$ cat src/sv/ssa_pkg.sv
`timescale 1ns / 1ps
// ----------------------------------------------------------------------------
// Softsign activation package
// Widths, constants and the pipeline stage type shared by the softsign block.
// ----------------------------------------------------------------------------
package ssa_pkg;

  // Field widths of the streams.
  localparam int SAMPLE_W   = 16;
  localparam int RESULT_W   = 16;

  // Magnitude of a Q8.8 sample needs one more bit to hold 32768 exactly.
  localparam int MAG_W      = SAMPLE_W + 1;

  // Divisor width: the square of (256 + |x|) stays below 2^31.
  localparam int DEN_W      = 31;

  // One quotient bit is produced in each divider stage.
  localparam int DIV_STEPS  = RESULT_W;

  // Configuration port geometry.
  localparam int CFG_ADDR_W = 3;
  localparam int CFG_DATA_W = 32;

  // Register index of derivative_mode, taken from paddr bit 2.
  localparam logic REG_IDX_MODE = 1'b0;

  // Q8.8 representation of one.
  localparam logic [MAG_W-1:0] Q_ONE_IN = MAG_W'(256);

  // Largest positive Q1.15 result.
  localparam logic [RESULT_W-1:0] RES_MAX = RESULT_W'(32767);

  // Upper half of the derivative numerator 2^31, which seeds the remainder.
  localparam logic [DEN_W-1:0] DERIV_REM_INIT = DEN_W'(32'h0000_8000);

  // One item travelling down the divider.
  typedef struct packed {
    logic                vld;
    logic                mode;
    logic                neg;
    logic [DEN_W-1:0]    den;
    logic [DEN_W-1:0]    rem;
    logic [RESULT_W-1:0] num_lo;
    logic [RESULT_W-1:0] quo;
  } ssa_div_t;

endpackage

$ cat src/sv/ssa_cfg.sv
`timescale 1ns / 1ps
// ----------------------------------------------------------------------------
// Softsign configuration registers
// APB-style register file holding the derivative mode select.
// ----------------------------------------------------------------------------
module ssa_cfg (
  input  logic                           clk,
  input  logic                           rst_n,
  input  logic                           cfg_psel,
  input  logic                           cfg_penable,
  input  logic                           cfg_pwrite,
  input  logic [ssa_pkg::CFG_ADDR_W-1:0] cfg_paddr,
  input  logic [ssa_pkg::CFG_DATA_W-1:0] cfg_pwdata,
  output logic [ssa_pkg::CFG_DATA_W-1:0] cfg_prdata,
  output logic                           cfg_pready,
  output logic                           mode
);

  logic mode_r;
  logic mode_nxt;
  logic wr_en;
  logic reg_idx;

  // The port never inserts wait states.
  assign cfg_pready = 1'b1;
  assign reg_idx    = cfg_paddr[2];
  assign wr_en      = cfg_psel && cfg_penable && cfg_pwrite && cfg_pready;

  // Only bit 0 of a write to the mode register is kept.
  always_comb begin
    mode_nxt = mode_r;
    if (wr_en && (reg_idx == ssa_pkg::REG_IDX_MODE)) begin
      mode_nxt = cfg_pwdata[0];
    end
  end

  always_ff @(posedge clk) begin
    if (!rst_n) begin
      mode_r <= 1'b0;
    end else begin
      mode_r <= mode_nxt;
    end
  end

  // Read-back decode.
  always_comb begin
    unique case (reg_idx)
      ssa_pkg::REG_IDX_MODE: cfg_prdata = {{(ssa_pkg::CFG_DATA_W-1){1'b0}}, mode_r};
      default:               cfg_prdata = '0;
    endcase
  end

  assign mode = mode_r;

endmodule

$ cat src/sv/ssa_front.sv
`timescale 1ns / 1ps
// ----------------------------------------------------------------------------
// Softsign front end
// Two stages: magnitude and divisor, then squaring and divider set-up.
// ----------------------------------------------------------------------------
module ssa_front (
  input  logic                         clk,
  input  logic                         rst_n,
  input  logic                         adv,
  input  logic                         in_vld,
  input  logic [ssa_pkg::SAMPLE_W-1:0] sample,
  input  logic                         mode,
  output ssa_pkg::ssa_div_t            stage_o
);

  typedef struct packed {
    logic                      vld;
    logic                      mode;
    logic                      neg;
    logic [ssa_pkg::MAG_W-1:0] mag;
    logic [ssa_pkg::MAG_W-1:0] d;
  } ssa_mag_t;

  ssa_mag_t          mag_r;
  ssa_mag_t          mag_nxt;
  ssa_pkg::ssa_div_t setup_r;
  ssa_pkg::ssa_div_t setup_nxt;

  logic [2*ssa_pkg::MAG_W-1:0] dsq;

  // Stage one: exact magnitude (32768 for the most negative sample) and 1 + |x|.
  always_comb begin
    mag_nxt.vld  = in_vld;
    mag_nxt.mode = mode;
    mag_nxt.neg  = sample[ssa_pkg::SAMPLE_W-1];
    if (sample[ssa_pkg::SAMPLE_W-1]) begin
      mag_nxt.mag = ssa_pkg::MAG_W'(0) - {sample[ssa_pkg::SAMPLE_W-1], sample};
    end else begin
      mag_nxt.mag = {1'b0, sample};
    end
    mag_nxt.d = mag_nxt.mag + ssa_pkg::Q_ONE_IN;
  end

  always_ff @(posedge clk) begin
    if (!rst_n) begin
      mag_r.vld <= 1'b0;
    end else if (adv) begin
      mag_r <= mag_nxt;
    end
  end

  // Stage two: square the divisor and seed the long division.
  // Value mode divides |x| * 2^15 by (256 + |x|); derivative mode divides 2^31
  // by (256 + |x|)^2. Both quotients fit in sixteen bits.
  assign dsq = mag_r.d * mag_r.d;

  always_comb begin
    setup_nxt.vld  = mag_r.vld;
    setup_nxt.mode = mag_r.mode;
    setup_nxt.neg  = mag_r.neg;
    setup_nxt.quo  = '0;
    if (mag_r.mode) begin
      setup_nxt.den    = dsq[ssa_pkg::DEN_W-1:0];
      setup_nxt.rem    = ssa_pkg::DERIV_REM_INIT;
      setup_nxt.num_lo = '0;
    end else begin
      setup_nxt.den    = ssa_pkg::DEN_W'(mag_r.d);
      setup_nxt.rem    = ssa_pkg::DEN_W'(mag_r.mag[ssa_pkg::MAG_W-1:1]);
      setup_nxt.num_lo = {mag_r.mag[0], {(ssa_pkg::RESULT_W-1){1'b0}}};
    end
  end

  always_ff @(posedge clk) begin
    if (!rst_n) begin
      setup_r.vld <= 1'b0;
    end else if (adv) begin
      setup_r <= setup_nxt;
    end
  end

  assign stage_o = setup_r;

endmodule

$ cat src/sv/ssa_div_stage.sv
`timescale 1ns / 1ps
// ----------------------------------------------------------------------------
// Softsign divider stage
// One restoring long-division step: shift in a numerator bit, trial subtract.
// ----------------------------------------------------------------------------
module ssa_div_stage (
  input  logic              clk,
  input  logic              rst_n,
  input  logic              adv,
  input  ssa_pkg::ssa_div_t stage_i,
  output ssa_pkg::ssa_div_t stage_o
);

  ssa_pkg::ssa_div_t stage_r;
  ssa_pkg::ssa_div_t stage_nxt;

  logic [ssa_pkg::DEN_W:0]   part;
  logic [ssa_pkg::DEN_W+1:0] diff;
  logic                      ge;

  // The remainder stays below the divisor, so the shifted value needs one bit more.
  always_comb begin
    part = {stage_i.rem, stage_i.num_lo[ssa_pkg::RESULT_W-1]};
    diff = {1'b0, part} - {2'b00, stage_i.den};
    ge   = !diff[ssa_pkg::DEN_W+1];

    stage_nxt        = stage_i;
    stage_nxt.num_lo = {stage_i.num_lo[ssa_pkg::RESULT_W-2:0], 1'b0};
    stage_nxt.quo    = {stage_i.quo[ssa_pkg::RESULT_W-2:0], ge};
    if (ge) begin
      stage_nxt.rem = diff[ssa_pkg::DEN_W-1:0];
    end else begin
      stage_nxt.rem = part[ssa_pkg::DEN_W-1:0];
    end
  end

  always_ff @(posedge clk) begin
    if (!rst_n) begin
      stage_r.vld <= 1'b0;
    end else if (adv) begin
      stage_r <= stage_nxt;
    end
  end

  assign stage_o = stage_r;

endmodule

$ cat src/sv/ssa_back.sv
`timescale 1ns / 1ps
// ----------------------------------------------------------------------------
// Softsign back end
// Applies the sign or the saturation and holds the output register.
// ----------------------------------------------------------------------------
module ssa_back (
  input  logic                         clk,
  input  logic                         rst_n,
  input  logic                         adv,
  input  ssa_pkg::ssa_div_t            stage_i,
  output logic                         out_vld,
  output logic [ssa_pkg::RESULT_W-1:0] out_data
);

  logic                         vld_r;
  logic [ssa_pkg::RESULT_W-1:0] data_r;
  logic [ssa_pkg::RESULT_W-1:0] data_nxt;

  // The derivative at zero would be exactly one, so it is clipped to the maximum.
  always_comb begin
    if (stage_i.mode) begin
      data_nxt = (stage_i.quo > ssa_pkg::RES_MAX) ? ssa_pkg::RES_MAX : stage_i.quo;
    end else if (stage_i.neg) begin
      data_nxt = ssa_pkg::RESULT_W'(0) - stage_i.quo;
    end else begin
      data_nxt = stage_i.quo;
    end
  end

  always_ff @(posedge clk) begin
    if (!rst_n) begin
      vld_r <= 1'b0;
    end else if (adv) begin
      vld_r <= stage_i.vld;
    end
  end

  always_ff @(posedge clk) begin
    if (adv) begin
      data_r <= data_nxt;
    end
  end

  assign out_vld  = vld_r;
  assign out_data = data_r;

endmodule

$ cat src/sv/softsign_activation_top.sv
`timescale 1ns / 1ps
// ----------------------------------------------------------------------------
// Softsign activation top level
// Each sample passes the front end, the divider chain and the output register.
// Throughput: one sample per cycle; the divider has one stage per quotient bit.
// A stalled output freezes the whole pipeline, nothing is dropped or repeated.
// Reset (synchronous, active low) empties the pipeline and selects value mode.
// ----------------------------------------------------------------------------
module softsign_activation_top (
  input  logic                           clk,
  input  logic                           rst_n,
  // in_tdata: [15:0] sample
  input  logic                           in_tvalid,
  output logic                           in_tready,
  input  logic [ssa_pkg::SAMPLE_W-1:0]   in_tdata,
  // out_tdata: [15:0] result
  output logic                           out_tvalid,
  input  logic                           out_tready,
  output logic [ssa_pkg::RESULT_W-1:0]   out_tdata,
  input  logic                           cfg_psel,
  input  logic                           cfg_penable,
  input  logic                           cfg_pwrite,
  input  logic [ssa_pkg::CFG_ADDR_W-1:0] cfg_paddr,
  input  logic [ssa_pkg::CFG_DATA_W-1:0] cfg_pwdata,
  output logic [ssa_pkg::CFG_DATA_W-1:0] cfg_prdata,
  output logic                           cfg_pready
);

  logic              mode;
  logic              adv;
  ssa_pkg::ssa_div_t chain [ssa_pkg::DIV_STEPS+1];

  // The pipeline moves whenever the output register is empty or being drained.
  assign adv       = !out_tvalid || out_tready;
  assign in_tready = adv;

  ssa_cfg u_cfg (
    .clk         (clk),
    .rst_n       (rst_n),
    .cfg_psel    (cfg_psel),
    .cfg_penable (cfg_penable),
    .cfg_pwrite  (cfg_pwrite),
    .cfg_paddr   (cfg_paddr),
    .cfg_pwdata  (cfg_pwdata),
    .cfg_prdata  (cfg_prdata),
    .cfg_pready  (cfg_pready),
    .mode        (mode)
  );

  ssa_front u_front (
    .clk     (clk),
    .rst_n   (rst_n),
    .adv     (adv),
    .in_vld  (in_tvalid),
    .sample  (in_tdata),
    .mode    (mode),
    .stage_o (chain[0])
  );

  // Divider chain, most significant quotient bit first.
  for (genvar g = 0; g < ssa_pkg::DIV_STEPS; g++) begin : g_div
    ssa_div_stage u_div (
      .clk     (clk),
      .rst_n   (rst_n),
      .adv     (adv),
      .stage_i (chain[g]),
      .stage_o (chain[g+1])
    );
  end

  ssa_back u_back (
    .clk      (clk),
    .rst_n    (rst_n),
    .adv      (adv),
    .stage_i  (chain[ssa_pkg::DIV_STEPS]),
    .out_vld  (out_tvalid),
    .out_data (out_tdata)
  );

  // A value-mode quotient is always below one, so its top bit must be clear.
  assert property (@(posedge clk) disable iff (!rst_n)
    (chain[ssa_pkg::DIV_STEPS].vld && !chain[ssa_pkg::DIV_STEPS].mode)
      |-> !chain[ssa_pkg::DIV_STEPS].quo[ssa_pkg::RESULT_W-1])
    else $error("value-mode quotient reached one");

  // While the output stalls, the item in the middle divider stage must not change.
  assert property (@(posedge clk) disable iff (!rst_n)
    (!adv && chain[ssa_pkg::DIV_STEPS/2].vld)
      |=> $stable(chain[ssa_pkg::DIV_STEPS/2]))
    else $error("divider stage changed during a stall");

  // A derivative result is never negative.
  assert property (@(posedge clk) disable iff (!rst_n)
    (adv && chain[ssa_pkg::DIV_STEPS].vld && chain[ssa_pkg::DIV_STEPS].mode)
      |=> !out_tdata[ssa_pkg::RESULT_W-1])
    else $error("derivative result has its sign bit set");

  // Straight after reset the output holds no transfer.
  assert property (@(posedge clk)
    !rst_n |=> !out_tvalid)
    else $error("output valid straight after reset");

endmodule

$ cat config.mk
export PLATFORM = sky130hd
export DESIGN_NAME = softsign_activation_top
export DESIGN_NICKNAME = d
export VERILOG_FILES = /design/src/sv/ssa_pkg.sv /design/src/sv/ssa_cfg.sv /design/src/sv/ssa_front.sv /design/src/sv/ssa_div_stage.sv /design/src/sv/ssa_back.sv /design/src/sv/softsign_activation_top.sv
export SDC_FILE = /design/constraint.sdc
export NUM_CORES = 2
export LEC_CHECK = 0
export BUFFER_PORTS_ARGS = -buffer_cell sky130_fd_sc_hd__buf_2
export CORE_ASPECT_RATIO = 1.25
export CORE_MARGIN = 2
export CORE_UTILIZATION = 30
export CTS_CLUSTER_SIZE = 10
export DETAILED_ROUTE_END_ITERATION = 8
export PLACE_DENSITY = 0.56
export REMOVE_ABC_BUFFERS = 1
export SYNTH_ARGS = -nofsm -noshare
export SYNTH_HDL_FRONTEND = slang
export SYNTH_SLANG_ARGS = --single-unit
export TNS_END_PERCENT = 10
$ cat constraint.sdc
create_clock -name clk -period 41.2 [get_ports clk]
set_input_delay 8.24 -clock clk [delete_from_list [all_inputs] [get_ports clk]]
set_output_delay 8.24 -clock clk [all_outputs]
set_load 0.005 [all_outputs]
-- Word-level counts from Yosys, hierarchy flattened
Cells that the tools add are included.
- add/subtract/negate cells: 19
- bitwise operators: 1
- multipliers: 1
- $lt $le $gt $ge: 1
- reduce and logical (&&, ||, !) cells: 22
- muxes and demuxes: 21
- operators by type and width (cell ; count):
    $sub 32x31->33 ; 16
    $mux 31 ; 15
    $mux 64 ; 1
    $mux 16 ; 3
    $mul 17x17->31 ; 1
    $add 17x9->17 const B ; 1
    $logic_not 1->1 ; 17
    $mux 17 ; 1
    $sub 1x16->17 const A ; 1
    $gt 16x15->1 const B ; 1
    $sub 1x16->16 const A ; 1
    $logic_and 1x1->1 ; 3
    $reduce_and 2->1 ; 1
    $logic_or 1x1->1 ; 1
    $mux 1 ; 1
    $not 1->1 ; 1
- word-level logic and storage cells: 191
- flip-flop bits (word level): 1370
- output and inout bits: 51
- input bits: 58

-- Longest topological paths before layout
- depth after elaboration: 3
- gate-level depth with buffers: 28
- gate-level depth less buffers: 26

-- Hierarchy
A second synthesis with hierarchy kept.
- cells, all modules: 8159
- area total of the unflattened synthesis: 96981.8 µm²
- by module, submodules not included (module ; area each (µm²) ; times used ; cells an instance):
    ssa_div_stage at g_div[4].u_div ... ; 5109.9 ; 6 ; 414
    ssa_div_stage at g_div[14].u_div ... ; 5380.2 ; 5 ; 436
    ssa_div_stage at g_div[10].u_div ... ; 5373.9 ; 4 ; 434
    ssa_front ; 11668.7 ; 1 ; 1194
    ssa_div_stage at g_div[0].u_div ; 4998.5 ; 1 ; 433
    ssa_back ; 937.1 ; 1 ; 91
    ssa_cfg ; 315.3 ; 1 ; 40
    softsign_activation_top ; 6.3 ; 1 ; 1

-- Worst setup path before layout
Ideal clock, no wire load.
- path kind: input to register
- start point: input port out_tready
- end point: register g_div[0].u_div.stage_r (netlist bit g_div[0].u_div.stage_o[0]) (enable)
- library setup time: 1697 ps
- required time: 39503 ps
- path slack: 4048 ps
- stages: 4
- arrival time: 35455 ps
- buffers on the path: 1
- cell sequence: nor2b_1 > inv_1 > clkbuf_1 > and2_1
- longest elaborated chain between the ends: 2
- ends and longest elaborated chain (what ; RTL line ; text):
    start, declared ; softsign_activation_top.sv:18 ; input logic out_tready,
    $logic_or 1x1->1 ; softsign_activation_top.sv:34 ; assign adv = !out_tvalid || out_tready;
    named net in_tready ; softsign_activation_top.sv:14 ; output logic in_tready,
    $reduce_and 2->1 (no line) ; n/a ;
    end signal, assigned ; ssa_div_stage.sv:41 ; stage_r <= stage_nxt;
    end, declared ; ssa_div_stage.sv:14 ; ssa_pkg::ssa_div_t stage_r;
The timed path passes the listed nets, and every way through them passes these cells.
A chain may end at the register's enable or synchronous reset.

-- Final worst setup path
- start point: input port out_tready
- end point: output port in_tready
- longest elaborated chain between the ends: 1
- ends and longest elaborated chain (what ; RTL line):
    $logic_or 1x1->1 ; softsign_activation_top.sv:34
    end, declared ; softsign_activation_top.sv:14
No other way between the ends.

==> reports/qor.csv <==
metric;value;unit
antenna_cells;0;
fin_skew;47.7;ps
critPathCaptureType;output port;
die_y;556;um
wl_met2;80100;um
wl_per_cell;14.8;um
crit_slowest_cell;buf_4;
timing.fmax;0.0570;GHz
rrSetupSlack;33650;ps
avgSynthCellArea;11.2;um2
setup_tns;0;ps
grt_pass1_wl;237000;um
synth_top_family_by_area;adder cells;
htreeDepth;4;
drv_cap;0;
cts.sinks;1212;
synth-edff-count;1192;
synth_compound_area_share;12.5;%
wl_met3;3870;um
gp_congestion;0.882;
grt_pass1_vias;48500;
crit_path_cell_trace;buf_2 -> nor2b_1 -> buf_4 -> inv_1 -> buf_4 -> buf_2;
top_layer;met4;
hpwlAfterDp;112000;um
path_max_fanout;29;
synthSimpleGateAreaFrac;9.28;%
io_buffer_count;43;
path_clk_slew;50;ps
synth.distinct_cells;96;
grt_usage;11.7;%
hold_violations;0;
worstPathRequired;32960;ps
clock_path_buffers;3;
rsz0062_at_grt;no;
row_count;202;
post_synth_xor_area_fraction;4.95;%
worst_pin_slew;1350;ps
fin_nets;7466;
status;finished, final reports clean;
muxShareOfSynthArea;2.93;%
start_kind;input pin;
min_path_type;reg -> reg;
grt_max_degree;195;
clock_latency;780;ps
via_per_inst;4.69;
ys_warn_count;0;
setup_viol;0;
wl;146000;um
slowest_delay;370;ps
path_class;in -> out;
drv_slew;0;
fin_crit;17550;ps
post-route-period-util;42.6;%
fill_cells;23900;
slew-limit-headroom;9.79;%
syn_area;73100;um2
vias;46300;
initial_core_util;30.2;%
drive_gt1_share;7.21;%
syn_inst;6513;
holdBufCountCts;0;
cts_tree;built;
synth_seq_cells;1212;
globalRouteOverflowTotal;0;
core;242000;um2
die_w;446;um
ant_nets;0;
die_area;248000;um2
async_flop_share;0;%
synth-adder-area-share;15.3;%
antenna_found_initial;2;
drtIter0Drc;1911;
postCtsSetupBuffers;0;
ys.flop_type;edfxtp_1;
clockRootBuffer;clkbuf_16;
arrival;9310;ps
drc;0;
ys_seq_area_share;49.5;%
io-pin-count;109;
cts_buffers;146;
met1_length;53400;um
dr.pass1.iters;5;
area_growth_syn_to_layout;11.2;%
cts_resized;0;
## cells in the final DEF, fill, tap and decap left out, types with 146 or more instances in the layout
| cell type | Yosys | final |
|---|---|---|
| fa_1 | 205 | 205 |
| xor2_1 | 165 | 165 |
| mux2_2 | 168 | 168 |
| ha_1 | 567 | 567 |
| inv_1 | 867 | 867 |
| nor2_1 | 389 | 389 |
| o21ai_0 | 325 | 325 |
| xnor2_1 | 248 | 248 |
| edfxtp_1 | 1192 | 1192 |
| clkbuf_16 | 0 | 146 |
| nand2_1 | 471 | 471 |
| a21oi_1 | 476 | 476 |
| a21o_1 | 187 | 187 |
## per-layer routing
metal | up-vias | global-route usage (%)
met4 | 0 | 6.98
li1 | 23200 | -
met5 | - | 0
met2 | 683 | 23.1
met3 | 399 | 1.76
met1 | 22000 | 11.1
## Yosys cell counts (all sizes together), types with 20 or more instances
library cell,instances,area [um2]
xnor2,248,2170
o21a,74,556
and3,35,219
or3,22,138
o21bai,44,330
o211ai,28,215
mux2,176,2000
fa,205,4100
o21ai,340,1710
buf,77,482
o31ai,38,295
edfxtp,1192,35800
and2,81,507
a211oi,36,275
o31a,20,175
nand4,34,213
a21o,187,1400
nor2b,92,576
inv,869,3260
a21boi,34,255
xor2,165,1450
dfxtp,20,400
nand3,74,370
ha,567,7090
nor2,389,1460
clkbuf,73,275
or2,22,138
a31oi,61,403
a21oi,478,2400
nand2b,86,538
nand2,471,1770
nor3,71,355
## per-stage QoR
stage	cells	hold WS [ps]	utilization (%)	setup WS [ps]	cell area, um2
6_report	9864	410	33.6	23650	81300
5_1_grt	9864	420	33.6	23520	81300
4_1_cts	9864	409	33.6	23630	81300
3_5_place_dp	9650	405	31.8	23630	77100
3_3_place_gp	9650	402	31.8	23640	77100
2_1_floorplan	6402	400	-	3980	72500
## cells by family after synthesis
family / Yosys count
xor+xnor: 413
mux: 190
buf+inv: 1020
other cells: 2
flops: 1212
simple gates: 1441
fa+ha+maj: 772
compound gates: 1463
## state kept, by name, summed over array words and instances (netlist names)
| name | flops |
|---|---|
| u_back.out_data | 16 |
| u_cfg.mode | 1 |
| g_div.u_div.stage_o | 1114 |
| u_back.out_vld | 1 |
| u_front.stage_o | 51 |
| u_front.mag_r | 29 |
## worst paths after layout
kind | end | cells after the start | startpoint
max reg2reg | u_front.stage_o[86]$_SDFFCE_PN0P_ | 20 | u_front.mag_r[8]$_DFFE_PP_
min reg2reg | g_div[3].u_div.stage_o[2]$_DFFE_PP_ | 0 | g_div[2].u_div.stage_o[1]$_DFFE_PP_
max | in_tready | 6 | out_tready
min | g_div[3].u_div.stage_o[2]$_DFFE_PP_ | 0 | g_div[2].u_div.stage_o[1]$_DFFE_PP_
## final cells by class
cell class,count,area (um2),area share [%]
well taps,3162,3960,4.86
repair buffers,86,563,0.692
multi-input cells,4320,33200,40.8
inverters,870,3270,4.01
clock buffers,178,3770,4.64
clock inverters,36,437,0.537
flip-flops and latches,1212,36200,44.5
## critical path: cells and delay by family
family / cells / cell delay [ps]
buffers and inverters: 5 / 1010
AND/OR/NAND/NOR: 1 / 30
Power is left out: the tool's default activity adds up to more than one toggle a clock period on the data nets, which glitch-free logic cannot reach.
